`src/rtl/hrlp_pkg.sv`:
```
// ----------------------------------------------------------------------------
// hrlp_pkg
// Shared types and constants of the request line parser.
// ----------------------------------------------------------------------------
package hrlp_pkg;

    localparam int unsigned POS_W = 10;
    localparam int unsigned NUM_METHODS = 7;
    localparam int unsigned MAX_RESULTS = 3;

    localparam logic [7:0] CH_NUL = 8'h00;
    localparam logic [7:0] CH_LF  = 8'h0a;
    localparam logic [7:0] CH_CR  = 8'h0d;
    localparam logic [7:0] CH_SP  = 8'h20;

    localparam logic [0:0] KIND_PATH    = 1'b0;
    localparam logic [0:0] KIND_SUMMARY = 1'b1;

    // method words without their trailing space, first character in the low byte
    localparam logic [63:0] METHOD_WORD [NUM_METHODS] = '{
        64'("TEG"), 64'("TSOP"), 64'("TUP"), 64'("ETELED"),
        64'("HCTAP"), 64'("DAEH"), 64'("SNOITPO")
    };
    // line position of the space that ends each method word
    localparam logic [2:0] METHOD_LAST [NUM_METHODS] = '{
        3'd3, 3'd4, 3'd3, 3'd6, 3'd5, 3'd4, 3'd7
    };

    typedef struct packed {
        logic [0:0]       kind;
        logic [7:0]       pchar;
        logic [2:0]       meth;
        logic             pres;
        logic [POS_W-1:0] plen;
        logic             cut;
    } res_t;

    // results caused by one input byte, count 0 to 3
    typedef struct packed {
        res_t [MAX_RESULTS-1:0] res;
        logic [1:0]             cnt;
    } grp_t;

endpackage

```
`src/rtl/http_request_line_parser_core.sv`:
```
// ----------------------------------------------------------------------------
// http_request_line_parser_core
// Parses the request line of each received buffer into path bytes and a
// summary word.
//
// Input stream: one request byte per word; s_tlast marks the final byte of a
// received buffer, after which the parser starts over on a fresh line.
// Output stream: m_tuser = 0 carries one path byte, m_tuser = 1 the line
// summary (method, path present, path length, line cut). m_tlast marks the
// last word caused by one input byte. A byte may cause zero to three words.
// Path: a byte is registered in the input register, its words are formed
// from it and loaded into the result register, which drives m_tdata.
// Throughput: one byte per cycle while each byte yields at most one word and
// m_tready is high; a byte yielding several words holds the input until the
// single result register has sent them one at a time.
// Reset: parser returns to the start of a line, both registers empty.
// Stall: with m_tready low the result register holds and one more byte is
// taken into the input register, then s_tready drops.
// ----------------------------------------------------------------------------
module http_request_line_parser_core #(
    parameter int unsigned LINE_BUFFER_SIZE = 1024
) (
    input  logic        aclk,
    input  logic        aresetn,
    input  logic        s_tvalid,
    output logic        s_tready,
    input  logic [7:0]  s_tdata,   // data_byte
    input  logic        s_tlast,   // end_of_buffer
    output logic        m_tvalid,
    input  logic        m_tready,
    output logic [23:0] m_tdata,   // path_char, method_code, path_present,
                                   // path_length, line_cut, zero pad
    output logic [0:0]  m_tuser,   // result_kind
    output logic        m_tlast    // last_of_run
);
    import hrlp_pkg::*;

    grp_t grp;
    logic grp_load;
    logic grp_free;
    res_t m_res;

    hrlp_parse #(
        .LINE_BUFFER_SIZE(LINE_BUFFER_SIZE)
    ) u_parse (
        .aclk     (aclk),
        .aresetn  (aresetn),
        .s_tvalid (s_tvalid),
        .s_tready (s_tready),
        .s_tdata  (s_tdata),
        .s_tlast  (s_tlast),
        .grp_free (grp_free),
        .grp_load (grp_load),
        .grp      (grp)
    );

    hrlp_out_ser u_out (
        .aclk     (aclk),
        .aresetn  (aresetn),
        .grp_load (grp_load),
        .grp      (grp),
        .grp_free (grp_free),
        .m_tvalid (m_tvalid),
        .m_tready (m_tready),
        .m_res    (m_res),
        .m_last   (m_tlast)
    );

    assign m_tuser = m_res.kind;
    assign m_tdata = {1'b0, m_res.cut, m_res.plen, m_res.pres, m_res.meth, m_res.pchar};

endmodule

```
`src/rtl/hrlp_parse.sv`:
```
// ----------------------------------------------------------------------------
// hrlp_parse
// Input register, parser state and the per-byte result logic.
// ----------------------------------------------------------------------------
module hrlp_parse #(
    parameter int unsigned LINE_BUFFER_SIZE = 1024
) (
    input  logic          aclk,
    input  logic          aresetn,
    input  logic          s_tvalid,
    output logic          s_tready,
    input  logic [7:0]    s_tdata,
    input  logic          s_tlast,
    input  logic          grp_free,
    output logic          grp_load,
    output hrlp_pkg::grp_t grp
);
    import hrlp_pkg::*;

    localparam logic [2:0] PH_METHOD = 3'd0;
    localparam logic [2:0] PH_SKIP   = 3'd1;
    localparam logic [2:0] PH_PATH   = 3'd2;
    localparam logic [2:0] PH_AFTER  = 3'd3;
    localparam logic [2:0] PH_DONE   = 3'd4;

    localparam logic [POS_W-1:0] POS_LIMIT = POS_W'(LINE_BUFFER_SIZE - 1);

    typedef struct packed {
        logic [2:0]             phase;
        logic [POS_W-1:0]       pos;
        logic [NUM_METHODS-1:0] cand;
        logic [POS_W-1:0]       pcount;
        logic                   held;
    } st_t;

    typedef struct packed {
        st_t  st;
        logic emit;
        res_t res;
    } step_t;

    localparam st_t ST_RESET = '{
        phase: PH_METHOD, pos: '0, cand: '1, pcount: '0, held: 1'b0
    };

    function automatic step_t end_line(st_t s, logic cut);
        step_t      r;
        logic [2:0] code;
        r    = '0;
        r.st = s;
        code = '0;
        if (s.phase != PH_METHOD) begin
            // lowest surviving candidate wins
            for (int i = NUM_METHODS - 1; i >= 0; i--) begin
                if (s.cand[i]) begin
                    code = 3'(i + 1);
                end
            end
        end
        r.emit       = 1'b1;
        r.res.kind   = KIND_SUMMARY;
        r.res.pchar  = '0;
        r.res.meth   = code;
        r.res.pres   = (s.phase != PH_METHOD);
        r.res.plen   = s.pcount;
        r.res.cut    = cut;
        r.st.phase   = PH_DONE;
        return r;
    endfunction

    function automatic step_t accept_byte(st_t s, logic [7:0] b);
        step_t            r;
        logic [POS_W-1:0] k;
        r    = '0;
        r.st = s;
        k    = s.pos;
        if (s.phase == PH_DONE) begin
            r.emit = 1'b0;
        end else if (s.pos >= POS_LIMIT) begin
            r = end_line(s, 1'b1);
        end else begin
            r.st.pos = s.pos + POS_W'(1);
            unique case (s.phase)
                PH_METHOD: begin
                    if (b == CH_SP) begin
                        for (int i = 0; i < NUM_METHODS; i++) begin
                            if (k != {{(POS_W-3){1'b0}}, METHOD_LAST[i]}) begin
                                r.st.cand[i] = 1'b0;
                            end
                        end
                        r.st.phase = PH_SKIP;
                    end else begin
                        for (int i = 0; i < NUM_METHODS; i++) begin
                            if (k >= {{(POS_W-3){1'b0}}, METHOD_LAST[i]} ||
                                METHOD_WORD[i][{k[2:0], 3'b000} +: 8] != b) begin
                                r.st.cand[i] = 1'b0;
                            end
                        end
                    end
                end
                PH_SKIP: begin
                    r.st.phase = PH_PATH;
                end
                PH_PATH: begin
                    if (b == CH_SP) begin
                        r.st.phase = PH_AFTER;
                    end else begin
                        r.emit      = 1'b1;
                        r.res.kind  = KIND_PATH;
                        r.res.pchar = b;
                        r.st.pcount = s.pcount + POS_W'(1);
                    end
                end
                default: begin
                    r.emit = 1'b0;
                end
            endcase
        end
        return r;
    endfunction

    logic       in_valid_reg;
    logic [7:0] in_data_reg;
    logic       in_eob_reg;
    st_t        st_reg;
    st_t        st_next;
    logic       advance;

    assign advance  = in_valid_reg && grp_free;
    assign s_tready = !in_valid_reg || grp_free;

    always_ff @(posedge aclk) begin
        if (!aresetn) begin
            in_valid_reg <= 1'b0;
        end else if (s_tready) begin
            in_valid_reg <= s_tvalid;
        end
    end

    always_ff @(posedge aclk) begin
        if (s_tready && s_tvalid) begin
            in_data_reg <= s_tdata;
            in_eob_reg  <= s_tlast;
        end
    end

    always_ff @(posedge aclk) begin
        if (!aresetn) begin
            st_reg <= ST_RESET;
        end else if (advance) begin
            st_reg <= st_next;
        end
    end

    always_comb begin
        st_t        s;
        step_t      r;
        logic       second;
        logic [1:0] n;
        s      = st_reg;
        r      = '0;
        second = 1'b0;
        n      = '0;
        grp    = '0;

        if (s.phase != PH_DONE && s.held) begin
            // release the held CR, then the current byte if the line goes on
            s.held = 1'b0;
            if (in_data_reg == CH_LF) begin
                r = end_line(s, 1'b0);
            end else begin
                r = accept_byte(s, CH_CR);
                second = 1'b1;
            end
            s = r.st;
            if (r.emit) begin
                grp.res[n] = r.res;
                n = n + 2'd1;
            end
        end else if (s.phase != PH_DONE) begin
            second = 1'b1;
        end

        if (second && s.phase != PH_DONE) begin
            r.emit = 1'b0;
            if (in_data_reg == CH_LF || in_data_reg == CH_NUL) begin
                r = end_line(s, 1'b0);
                s = r.st;
            end else if (in_data_reg == CH_CR && !in_eob_reg) begin
                s.held = 1'b1;
            end else begin
                r = accept_byte(s, in_data_reg);
                s = r.st;
            end
            if (r.emit) begin
                grp.res[n] = r.res;
                n = n + 2'd1;
            end
        end

        if (in_eob_reg) begin
            if (s.phase != PH_DONE) begin
                r = end_line(s, 1'b0);
                grp.res[n] = r.res;
                n = n + 2'd1;
            end
            s = ST_RESET;
        end

        grp.cnt  = n;
        st_next  = s;
        grp_load = advance && (n != 2'd0);
    end

endmodule

```
`src/rtl/hrlp_out_ser.sv`:
```
// ----------------------------------------------------------------------------
// hrlp_out_ser
// Result register: holds the results of one byte and sends them one per word.
// ----------------------------------------------------------------------------
module hrlp_out_ser (
    input  logic           aclk,
    input  logic           aresetn,
    input  logic           grp_load,
    input  hrlp_pkg::grp_t grp,
    output logic           grp_free,
    output logic           m_tvalid,
    input  logic           m_tready,
    output hrlp_pkg::res_t m_res,
    output logic           m_last
);
    import hrlp_pkg::*;

    res_t [MAX_RESULTS-1:0] res_reg;
    logic [1:0]             cnt_reg;
    logic [1:0]             idx_reg;

    assign m_tvalid = (cnt_reg != 2'd0);
    assign m_last   = (idx_reg == cnt_reg - 2'd1);
    assign m_res    = res_reg[idx_reg];
    assign grp_free = !m_tvalid || (m_tready && m_last);

    always_ff @(posedge aclk) begin
        if (!aresetn) begin
            cnt_reg <= '0;
            idx_reg <= '0;
        end else if (grp_load) begin
            cnt_reg <= grp.cnt;
            idx_reg <= '0;
        end else if (m_tvalid && m_tready) begin
            if (m_last) begin
                cnt_reg <= '0;
                idx_reg <= '0;
            end else begin
                idx_reg <= idx_reg + 2'd1;
            end
        end
    end

    always_ff @(posedge aclk) begin
        if (grp_load) begin
            res_reg <= grp.res;
        end
    end

endmodule

```
`config.mk`:
```
export PLATFORM = sky130hd
export DESIGN_NAME = http_request_line_parser_core
export DESIGN_NICKNAME = d
export VERILOG_FILES = /design/src/rtl/hrlp_pkg.sv /design/src/rtl/http_request_line_parser_core.sv /design/src/rtl/hrlp_parse.sv /design/src/rtl/hrlp_out_ser.sv
export SDC_FILE = /design/constraint.sdc
export NUM_CORES = 1
export LEC_CHECK = 0
export BUFFER_PORTS_ARGS = -buffer_cell sky130_fd_sc_hd__buf_2
export CAP_MARGIN = 20
export CORE_ASPECT_RATIO = 1.4
export CORE_MARGIN = 3
export CORE_UTILIZATION = 45
export CTS_CLUSTER_SIZE = 30
export DETAILED_ROUTE_END_ITERATION = 8
export PLACE_DENSITY = 0.64
export REMOVE_ABC_BUFFERS = 1
export SYNTH_ARGS = -nofsm -noshare
export SYNTH_HDL_FRONTEND = slang
export SYNTH_HIERARCHICAL = 1
export SYNTH_SLANG_ARGS = --single-unit
```
`constraint.sdc`:
```
create_clock -name aclk -period 8.6 [get_ports aclk]
set_clock_uncertainty 0.15 [all_clocks]
set_input_delay 2.15 -clock aclk [delete_from_list [all_inputs] [get_ports aclk]]
set_output_delay 2.15 -clock aclk [all_outputs]
set_load 0.02 [all_outputs]
```
==> results of run 1 <==
[per-layer routing]
metal  vias up  routed length [um]
met4         0                 921
li1       3744                   -
met5         -                   0
met2       325               12010
met3        62                1316
met1      3743               10030
[cell usage in the layout, fill, tap and decap left out, drive strengths merged, types with 6 or more instances in the layout]
cell type	Yosys	routed
o22ai	24	24
xnor2	30	30
xor2	9	9
o311ai	9	9
a2111oi	6	6
conb	2	10
nand3	38	38
mux2i	30	30
o21a	7	7
nand4	15	15
nand2	114	114
a211oi	9	9
and3	11	11
buf	42	49
nor3	32	32
o2111ai	7	7
clkbuf	44	18
edfxtp	81	81
nor4	20	20
nor2b	10	10
nor2	91	91
dfxtp	36	36
inv	26	29
a41oi	7	7
o21ai	91	91
clkinv	3	7
nand2b	9	9
a31oi	17	17
o221ai	11	11
a21boi	12	12
ha	15	15
a21oi	42	42
nor4b	6	6
and2	23	23
[metrics by stage]
stage | utilization | area [um2]
after floorplan | - | 8152
after global placement | 0.4698 | 8740
after detailed placement | 0.4698 | 8740
after CTS | 0.5048 | 9392
after global routing | 0.5048 | 9392
final | 0.5048 | 9392
[layout make-up]
cell class / instances / area, um2 / share of cell area
Clock inverter: 14 / 222.7 / 0.02371
Sequential cell: 117 / 3153 / 0.3357
Inverter: 29 / 108.9 / 0.01159
Multi-Input combinational cell: 786 / 4902 / 0.5220
Tap cell: 244 / 305.3 / 0.03251
Clock buffer: 18 / 429.2 / 0.04570
Timing Repair Buffer: 49 / 270.3 / 0.02878
[critical path: stages (launching register included)]
cell      delay [ns]
dfxtp_1         0.85
ha_1            0.44
nand4_2         0.21
or3_1           0.65
a21oi_1         0.54
nor2_1          0.23
a31oi_1         0.62
nand2b_1        0.21
ha_1            0.32
a21oi_1         0.31
ha_1            0.20
nand3_1         0.06
o21ai_1         0.14
o21a_4          0.81
inv_1           0.16
o311ai_1        0.14
a21boi_1        0.09
[cell families after synthesis]
| group | share of synthesized area |
|---|---|
| flip-flops | 0.3683 |
| AO/OA/AOI/OAI | 0.2305 |
| other | 0.0008771 |
| buffers and inverters | 0.06415 |
| AND/OR/NAND/NOR | 0.2359 |
| adder cells (fa/ha/maj) | 0.02192 |
| XOR/XNOR | 0.04077 |
| multiplexers | 0.03770 |
[power by group through the flow]
stage	sequential [mW]	clock [mW]	combinational, mW
5_1_grt	0.635	0.823	0.109
2_1_floorplan	0.642	0	0.0641
3_3_place_gp	0.644	0	0.0979
4_1_cts	0.633	0.799	0.0986
3_5_place_dp	0.645	0	0.0982
6_report	0.634	0.789	0.0994
[worst paths after layout]
kind	end	from	slack, ns	cells past startpoint
max	u_out/cnt_reg[1]	u_parse/st_reg[19]	2.30	16
min	u_out/cnt_reg[1]	u_out/cnt_reg[1]	0.33	2
max reg2reg	u_out/cnt_reg[1]	u_parse/st_reg[19]	2.30	16
min reg2reg	u_out/cnt_reg[1]	u_out/cnt_reg[1]	0.33	2
==> impl_metrics.toml, run 1 <==
[status]
status = "finished clean"

[run]
drv_cap = 0

[synthesis]
synth_most_common_cell = "nand2_1"
synth.largest_area_cell = "edfxtp_1"
syn_inst = 1010
seq_area_frac_synth = 0.3683
synth.distinct_cells = 93
synth-seq-cells = 117
yosysWarnings = 6
synth-async-reset-ratio = 0
synth_top_cell_area_share = 0.2841
synthTopCellsByCount = "114 x nand2_1, 90 x nor2_1, 81 x edfxtp_1, 61 x o21ai_0, 43 x clkbuf_1"
syn_area_mm2 = 0.008562
synthFlopType = "edfxtp_1"
synth.area.top_cells = "edfxtp_1 28%, dfxtp_1 8.4%, nand2_1 5.0%, nor2_1 3.9%, o21ai_0 3.6%"
synth_edf_count = 81
avgSynthCellArea_um2 = 8.477

[clocking]
cts_hold_buf = 0
post_cts_buffers = 0
cts_root_buf = "clkbuf_16"
post_cts_resized = 0
clkTransAtPathRegs_ns = 0.06
clock_sinks = 117
cts_tree = "built"
cts-buffers-inserted = 17
htree_num_levels = 4
clock_latency_ns = 0.42
clockBufferDepth = 2

[die]
dieArea_mm2 = 0.02074
row_count = 59
initial_core_util = 0.4603
die-width_um = 122.6
fp.dieH_um = 169.2
core_mm2 = 0.01860
pin_count = 41

[placement]
dpl.cell_count = 1225
place_congestion = 1.006
hpwl_um = 17360
portBuffers = 39
post-place-ws_ns = 2.406

[sta]
max_slew_margin = 0.1974
hold_viol = 0
fmax_mhz = 158.8
fin_ws_ns = 2.301
slew_viol_final = 0
setup_viol = 0
setup_tns_ns = 0
timing.hold.ws_ns = 0.3324
min_period_over_period = 0.7324
rsz0062_at_grt = "false"
worstMarginPinSlew_ns = 1.174
period_minus_slack_ns = 6.299

[grt]
grt_pass1_wl_um = 39040
grtUsageMet3 = 0.03735
met2_usage = 0.3923
grt_pass1_vias = 7480
gr-total-overflow = 0
grt_antenna_before_repair = 0
grtUsageTotal = 0.2367
grt_start_max_net_pins = 77
gr-usage-met1 = 0.2968
grt.busiest_layer = "met2"

[cells_and_area]
final_cells = 1257
drive_gt1_frac = 0.1115
antenna_cells = 0
synthToLayoutAreaGrowth_pct = 9.689
largest_reg_flops = 72
fin_nets = 1028
n_fill_cell = 1799

[power]
power_density_mw_per_mm2 = 162.1
leakagePower_nw = 3.050
p_comb_frac = 0.065
pwr-share-seq = 0.416
clkPwrFrac = 0.518
p_int_mw = 1.167
switchingPower_mw = 0.3554
switching_share = 0.2335
finalPower_mw = 1.522
ir_worst_vdd_mv = 0.08592

[hold_path]
hold_path.class = "reg2reg"

[setup_path]
path_class = "reg2reg"
cp-end-kind = "flop"
cp-start-kind = "flop"
worstPathMaxFanout = 76
worstPathArrival_ns = 6.44
cp_data_required_time_ns = 8.75

[routing]
vias = 7874
drc = 0
routed_wl_um = 24270
ant_nets = 0
viasPerCell = 6.264
drt_iter0_markers = 641
wl_per_cell_um = 19.31
dr.pass1.iters = 6
(Power assumes the default switching activity.)
==> run 2, diff against run 1 <==
- clock period: 8.6 -> 6.3 ns (I/O delays scaled with it)
==> run 2 against run 1 <==
Worst hold slack better by 0.0091 ns. Sequential cell count stayed put. Wire length increased by 0.87%. Sequential share of layout area fell by 0.18 points. Cell count up 1.4%. Total power increased by 27%. Critical path depth up 2. Register-to-register slack lost 1.1 ns. Combinational power increased by 45%. Utilization rose by 0.27 points. Critical endpoint is now u_out/res_reg[45]. Largest power group unchanged.
==> impl_metrics.toml, run 2 (synthesis gave the netlist of run 1 again) <==
[sta]
slew_viol_final = 0
setup_viol = 0
fmax_mhz = 195.2
worstMarginPinSlew_ns = 1.081
min_period_over_period = 0.8130
rsz0062_at_grt = "false"
period_minus_slack_ns = 5.122
setup_tns_ns = 0
timing.hold.ws_ns = 0.3415
hold_viol = 0
max_slew_margin = 0.2608

[clocking]
cts-buffers-inserted = 17
clock_latency_ns = 0.42
cts_hold_buf = 0
clockBufferDepth = 2
clock_sinks = 117
post_cts_resized = 0
cts_tree = "built"
post_cts_buffers = 0
cts_root_buf = "clkbuf_16"
clkTransAtPathRegs_ns = 0.06
htree_num_levels = 4

[placement]
portBuffers = 39
place_congestion = 0.9629
hpwl_um = 17710

[cells_and_area]
largest_reg_flops = 72
utilization = 0.5075
fin_nets = 1046
final_cell_mix = "114 x nand2_1, 90 x nor2_1, 81 x edfxtp_1, 61 x o21ai_0, 40 x a21oi_1"
synthToLayoutAreaGrowth_pct = 10.27
final_common_cell = "nand2_1"
drive_gt1_frac = 0.1251
antenna_cells = 0

[setup_path]
r2r_end = "u_out/res_reg[45]"
path_class = "reg2reg"
cpPeakStageDelay_ns = 0.56
cp-end-kind = "flop"
worstReg2RegStart = "u_parse/st_reg[19]"
worstPathArrival_ns = 5.07
reg2regPathDepth = 18
cp-start-kind = "flop"
worstPathMaxFanout = 48
r2r_slack_ns = 1.18
slowest_stage = "o21a_4"
cp_cell_sequence = "buf_4 -> inv_1 -> ha_1 -> inv_1 -> nor3_1 -> and3_1 -> o2111ai_2 -> a21oi_2 -> a31oi_1 -> buf_4 -> nand2b_1 -> ha_1 -> a21oi_1 -> ha_1 -> nand3_1 -> o21ai_1 -> o21a_4 -> buf_4"
cp_data_required_time_ns = 6.25

[die]
initial_core_util = 0.4603
core_mm2 = 0.01860
pin_count = 41
dieArea_mm2 = 0.02074
row_count = 59
fp.dieH_um = 169.2
die-width_um = 122.6

[power]
switchingPower_mw = 0.4703
ir_worst_vdd_mv = 0.1607
power_density_mw_per_mm2 = 205.4
p_comb_frac = 0.074
switching_share = 0.2425
pwr-share-seq = 0.443
leakagePower_nw = 3.101
p_int_mw = 1.469
clkPwrFrac = 0.483

[hold_path]
whs_path_depth = 2
hold_path.class = "reg2reg"
hold_path_end = "u_out/cnt_reg[1]"
worstHoldStart = "u_out/cnt_reg[1]"

[grt]
grt_pass1_vias = 7645
gr-total-overflow = 0
grt_antenna_before_repair = 0
grtUsageTotal = 0.2382
grt_start_max_net_pins = 49
grt_pass1_wl_um = 39260

[routing]
drt_iter0_markers = 670
wl_per_cell_um = 19.20
viasPerCell = 6.144
dr.pass1.iters = 6
ant_nets = 0
drc = 0
routed_wl_um = 24480
vias = 7833

[status]
status = "finished clean"

[run]
drv_cap = 0
run 2: changes by cell type in the layout (fill, tap and decap cells not counted):
cell,previous run,this run
buf_4,10,28
clkinv_2,1,4
bufinv_16,5,2
clkbuf_1,1,2
inv_6,3,1
clkinv_1,3,4
run 2: critical path, delay by kind of cell, from the launching register on:
kind | cells | cell delay (ns)
adders and majority gates | 3 | 0.78
and+or+nand+nor | 4 | 0.84
AOI/OAI and AO/OA | 6 | 1.52
buffers and inverters | 5 | 1.11
DFF | 1 | 0.40
run 2: worst max path at each step:
stage,start,to,depth (start not counted)
floorplan,u_parse/st_reg[18],u_out/idx_reg[0],17
global placement,u_parse/in_data_reg[1],u_out/res_reg[14],18
detailed placement,u_parse/st_reg[19],u_out/res_reg[40],18
CTS,u_parse/st_reg[19],u_out/res_reg[24],18
global route,u_parse/st_reg[30],u_out/res_reg[14],17
finish,u_parse/st_reg[19],u_out/res_reg[45],18
run 2: stage by stage:
step / setup WS, ns / power [mW] / cells / cell area [um2]
floorplan: -0.9544 / 0.9643 / 932 / 8152
global placement: 1.410 / 1.016 / 1243 / 8875
detailed placement: 1.267 / 1.017 / 1243 / 8875
CTS: 1.256 / 1.955 / 1275 / 9442
global route: 0.8590 / 2.005 / 1275 / 9442
finish: 1.178 / 1.940 / 1275 / 9442
run 2: area by class of cell:
type                       count  area (um2)
clock buffer                  19       432.9
clock inverter                13       133.9
fill                        1814        9161
inverter                      29       108.9
multi-input combinational    786        4902
sequential                   117        3153
tap                          244       305.3
timing repair buffer          67       405.4
run 2: layer usage:
| metal | GRT usage | part of all wire |
|---|---|---|
| met1 | 0.2879 | 0.41 |
| met2 | 0.4167 | 0.50 |
| met3 | 0.03068 | 0.051 |
| met4 | 0.1121 | 0.039 |
| met5 | 0 | 0 |
run 2: power by group through the flow:
stage | sequential (mW) | clock (mW) | combinational (mW)
6_report | 0.859 | 0.937 | 0.144
5_1_grt | 0.861 | 0.985 | 0.159
4_1_cts | 0.858 | 0.953 | 0.144
3_5_place_dp | 0.874 | 0 | 0.143
3_3_place_gp | 0.873 | 0 | 0.142
2_1_floorplan | 0.877 | 0 | 0.0874
==> run 3, diff against run 2 <==
- ABC_AREA: unset -> 1
- PLACE_DENSITY: 0.64 -> 0.67
- clock period: 6.3 -> 4.6 ns (I/O delays scaled with it)
==> run 3 against run 2 <==
Cell count rose by 17%. Combinational power is 69% higher. Largest power group unchanged. Clock power grew 56%. Global-route usage grew 0.36 points.
==> impl_metrics.toml, run 3 <==
[grt]
grt_antenna_before_repair = 0
grt_pass1_wl_um = 39400
grt_start_max_net_pins = 55
grtUsageTotal = 0.2418
gr-total-overflow = 0
grt_pass1_vias = 7844

[power]
p_int_mw = 2.164
finalPower_mw = 2.889
switchingPower_mw = 0.7250
p_comb_frac = 0.084
power_density_mw_per_mm2 = 298.4
leakagePower_nw = 4.134
ir_worst_vdd_mv = 0.1654
pwr-share-seq = 0.410
switching_share = 0.2510
clkPwrFrac = 0.506

[routing]
dr.pass1.iters = 5
wl_per_cell_um = 16.19
routed_wl_um = 24160
ant_nets = 0
vias = 8070
viasPerCell = 5.409
drc = 0
drt_iter0_markers = 675

[die]
dieArea_mm2 = 0.02064
initial_core_util = 0.4658
fp.dieH_um = 168.8
die-width_um = 122.3
row_count = 58
pin_count = 41
core_mm2 = 0.01829

[clocking]
clock_latency_ns = 0.43
clockBufferDepth = 2
cts_root_buf = "clkbuf_16"
clkTransAtPathRegs_ns = 0.06
cts_tree = "built"
clock_sinks = 117
cts-buffers-inserted = 17
htree_num_levels = 4

[hold_path]
whs_path_depth = 2
hold_path.class = "reg2reg"

[synthesis]
seq_area_frac_synth = 0.3702
synth_edf_count = 81
avgSynthCellArea_um2 = 7.176
yosysWarnings = 6
synthFlopType = "edfxtp_1"
syn_inst = 1187
synth.largest_area_cell = "edfxtp_1"
synth.distinct_cells = 49
synth-seq-cells = 117
synthTopCellsByCount = "272 x nand2_1, 139 x nor2_1, 138 x inv_1, 94 x nand3_1, 81 x edfxtp_1"
synth-async-reset-ratio = 0
synth_top_cell_area_share = 0.2855
synth_most_common_cell = "nand2_1"
synth.area.top_cells = "edfxtp_1 29%, nand2_1 12%, dfxtp_1 8.5%, nor2_1 6.1%, inv_1 6.1%"
syn_area_mm2 = 0.008518

[placement]
place_congestion = 0.9553
portBuffers = 39
post-place-ws_ns = 0.2756
hpwl_um = 17760

[sta]
hold_viol = 0
max_slew_margin = 0.4150
fin_ws_ns = 0.4074
period_minus_slack_ns = 4.193
setup_tns_ns = 0
worstMarginPinSlew_ns = 0.8775
rsz0062_at_grt = "false"
slew_viol_final = 0
setup_viol = 0
min_period_over_period = 0.9114
fmax_mhz = 238.5

[cells_and_area]
synthToLayoutAreaGrowth_pct = 13.65
final_common_cell = "nand2_1"
final_cell_mix = "272 x nand2_1, 139 x nor2_1, 138 x inv_1, 94 x nand3_1, 81 x edfxtp_1"
fin_nets = 1267
drive_gt1_frac = 0.1621
n_fill_cell = 1838
antenna_cells = 0
largest_reg_flops = 72

[setup_path]
worstPathMaxFanout = 9
cp-start-kind = "flop"
cp-end-kind = "flop"
cp_data_required_time_ns = 4.69
worstPathArrival_ns = 4.29
path_class = "reg2reg"
reg2regPathDepth = 24

[status]
status = "finished clean"

[run]
drv_cap = 0
run 3: worst paths after layout:
path	slack, ns	endpoint	start
min	0.32	u_out/cnt_reg[1]	u_out/cnt_reg[1]
max reg2reg	0.41	u_out/res_reg[8]	u_parse/st_reg[19]
min reg2reg	0.32	u_out/cnt_reg[1]	u_out/cnt_reg[1]
max	0.41	u_out/res_reg[8]	u_parse/st_reg[19]
run 3: power by group through the flow:
| stage | sequential, mW | combinational, mW | clock [mW] |
|---|---|---|---|
| 2_1_floorplan | 1.21 | 0.147 | 0 |
| 3_3_place_gp | 1.21 | 0.232 | 0 |
| 3_5_place_dp | 1.21 | 0.233 | 0 |
| 4_1_cts | 1.18 | 0.234 | 1.48 |
| 5_1_grt | 1.19 | 0.269 | 1.53 |
| 6_report | 1.18 | 0.243 | 1.46 |
run 3: cell type report:
cell class / count / area (um2) / area share
clock buffers: 17 / 425.4 / 0.04394
clock inverters: 15 / 217.7 / 0.02249
inverters: 151 / 579.3 / 0.05984
multi-input cells: 870 / 4431 / 0.4577
flip-flops and latches: 117 / 3156 / 0.3260
well taps: 240 / 300.3 / 0.03102
repair buffers: 82 / 571.8 / 0.05907
run 3: stage by stage:
step           utilization  cells  area, um2  hold slack (ns)
2_1_floorplan            -   1138       8152           0.2941
3_3_place_gp        0.4906   1457       8971           0.3041
3_5_place_dp        0.4906   1457       8971           0.3144
4_1_cts             0.5257   1489       9614           0.3225
5_1_grt             0.5294   1492       9681           0.3508
6_report            0.5294   1492       9681           0.3212
run 3: cell families after synthesis:
family          Yosys count  share of synthesized area
other cells               2                  0.0008816
simple gates            627                     0.3439
flops                   117                     0.3702
xor+xnor                 18                    0.01851
buf+inv                 208                     0.1146
compound gates          200                     0.1300
fa+ha+maj                15                    0.02203
run 3: repair_timing:
action | 4_1_cts | 5_1_grt
buffers inserted | 0 | 1
setup endpoints to repair | 0 | 96
hold endpoints to repair | 0 | 0
resized for setup | 0 | 4
hold buffers | 0 | 0
run 3: routing by layer:
metal | GRT usage | vias to the layer above | wire, um
met3 | 0.04078 | 69 | 1183
met1 | 0.2795 | 3711 | 9496
met5 | 0 | - | 0
met2 | 0.4301 | 267 | 12520
met4 | 0.1126 | 0 | 954
li1 | - | 4023 | -
run 3: worst max-delay path: stages, from the launching register on:
cell	delay, ns
dfxtp_2	0.39
ha_1	0.23
inv_1	0.06
nor2_2	0.18
nand3_2	0.19
nand3_2	0.17
nand2_1	0.06
nand2_1	0.12
nand2_4	0.09
inv_4	0.10
nand2_4	0.07
nor2_4	0.15
nand2_4	0.08
nor2_8	0.11
nand3_1	0.09
nand2_2	0.08
inv_2	0.08
nand2_2	0.07
ha_1	0.22
o21ai_1	0.19
ha_1	0.18
inv_1	0.05
nor2_2	0.35
inv_1	0.27
o21ai_0	0.27
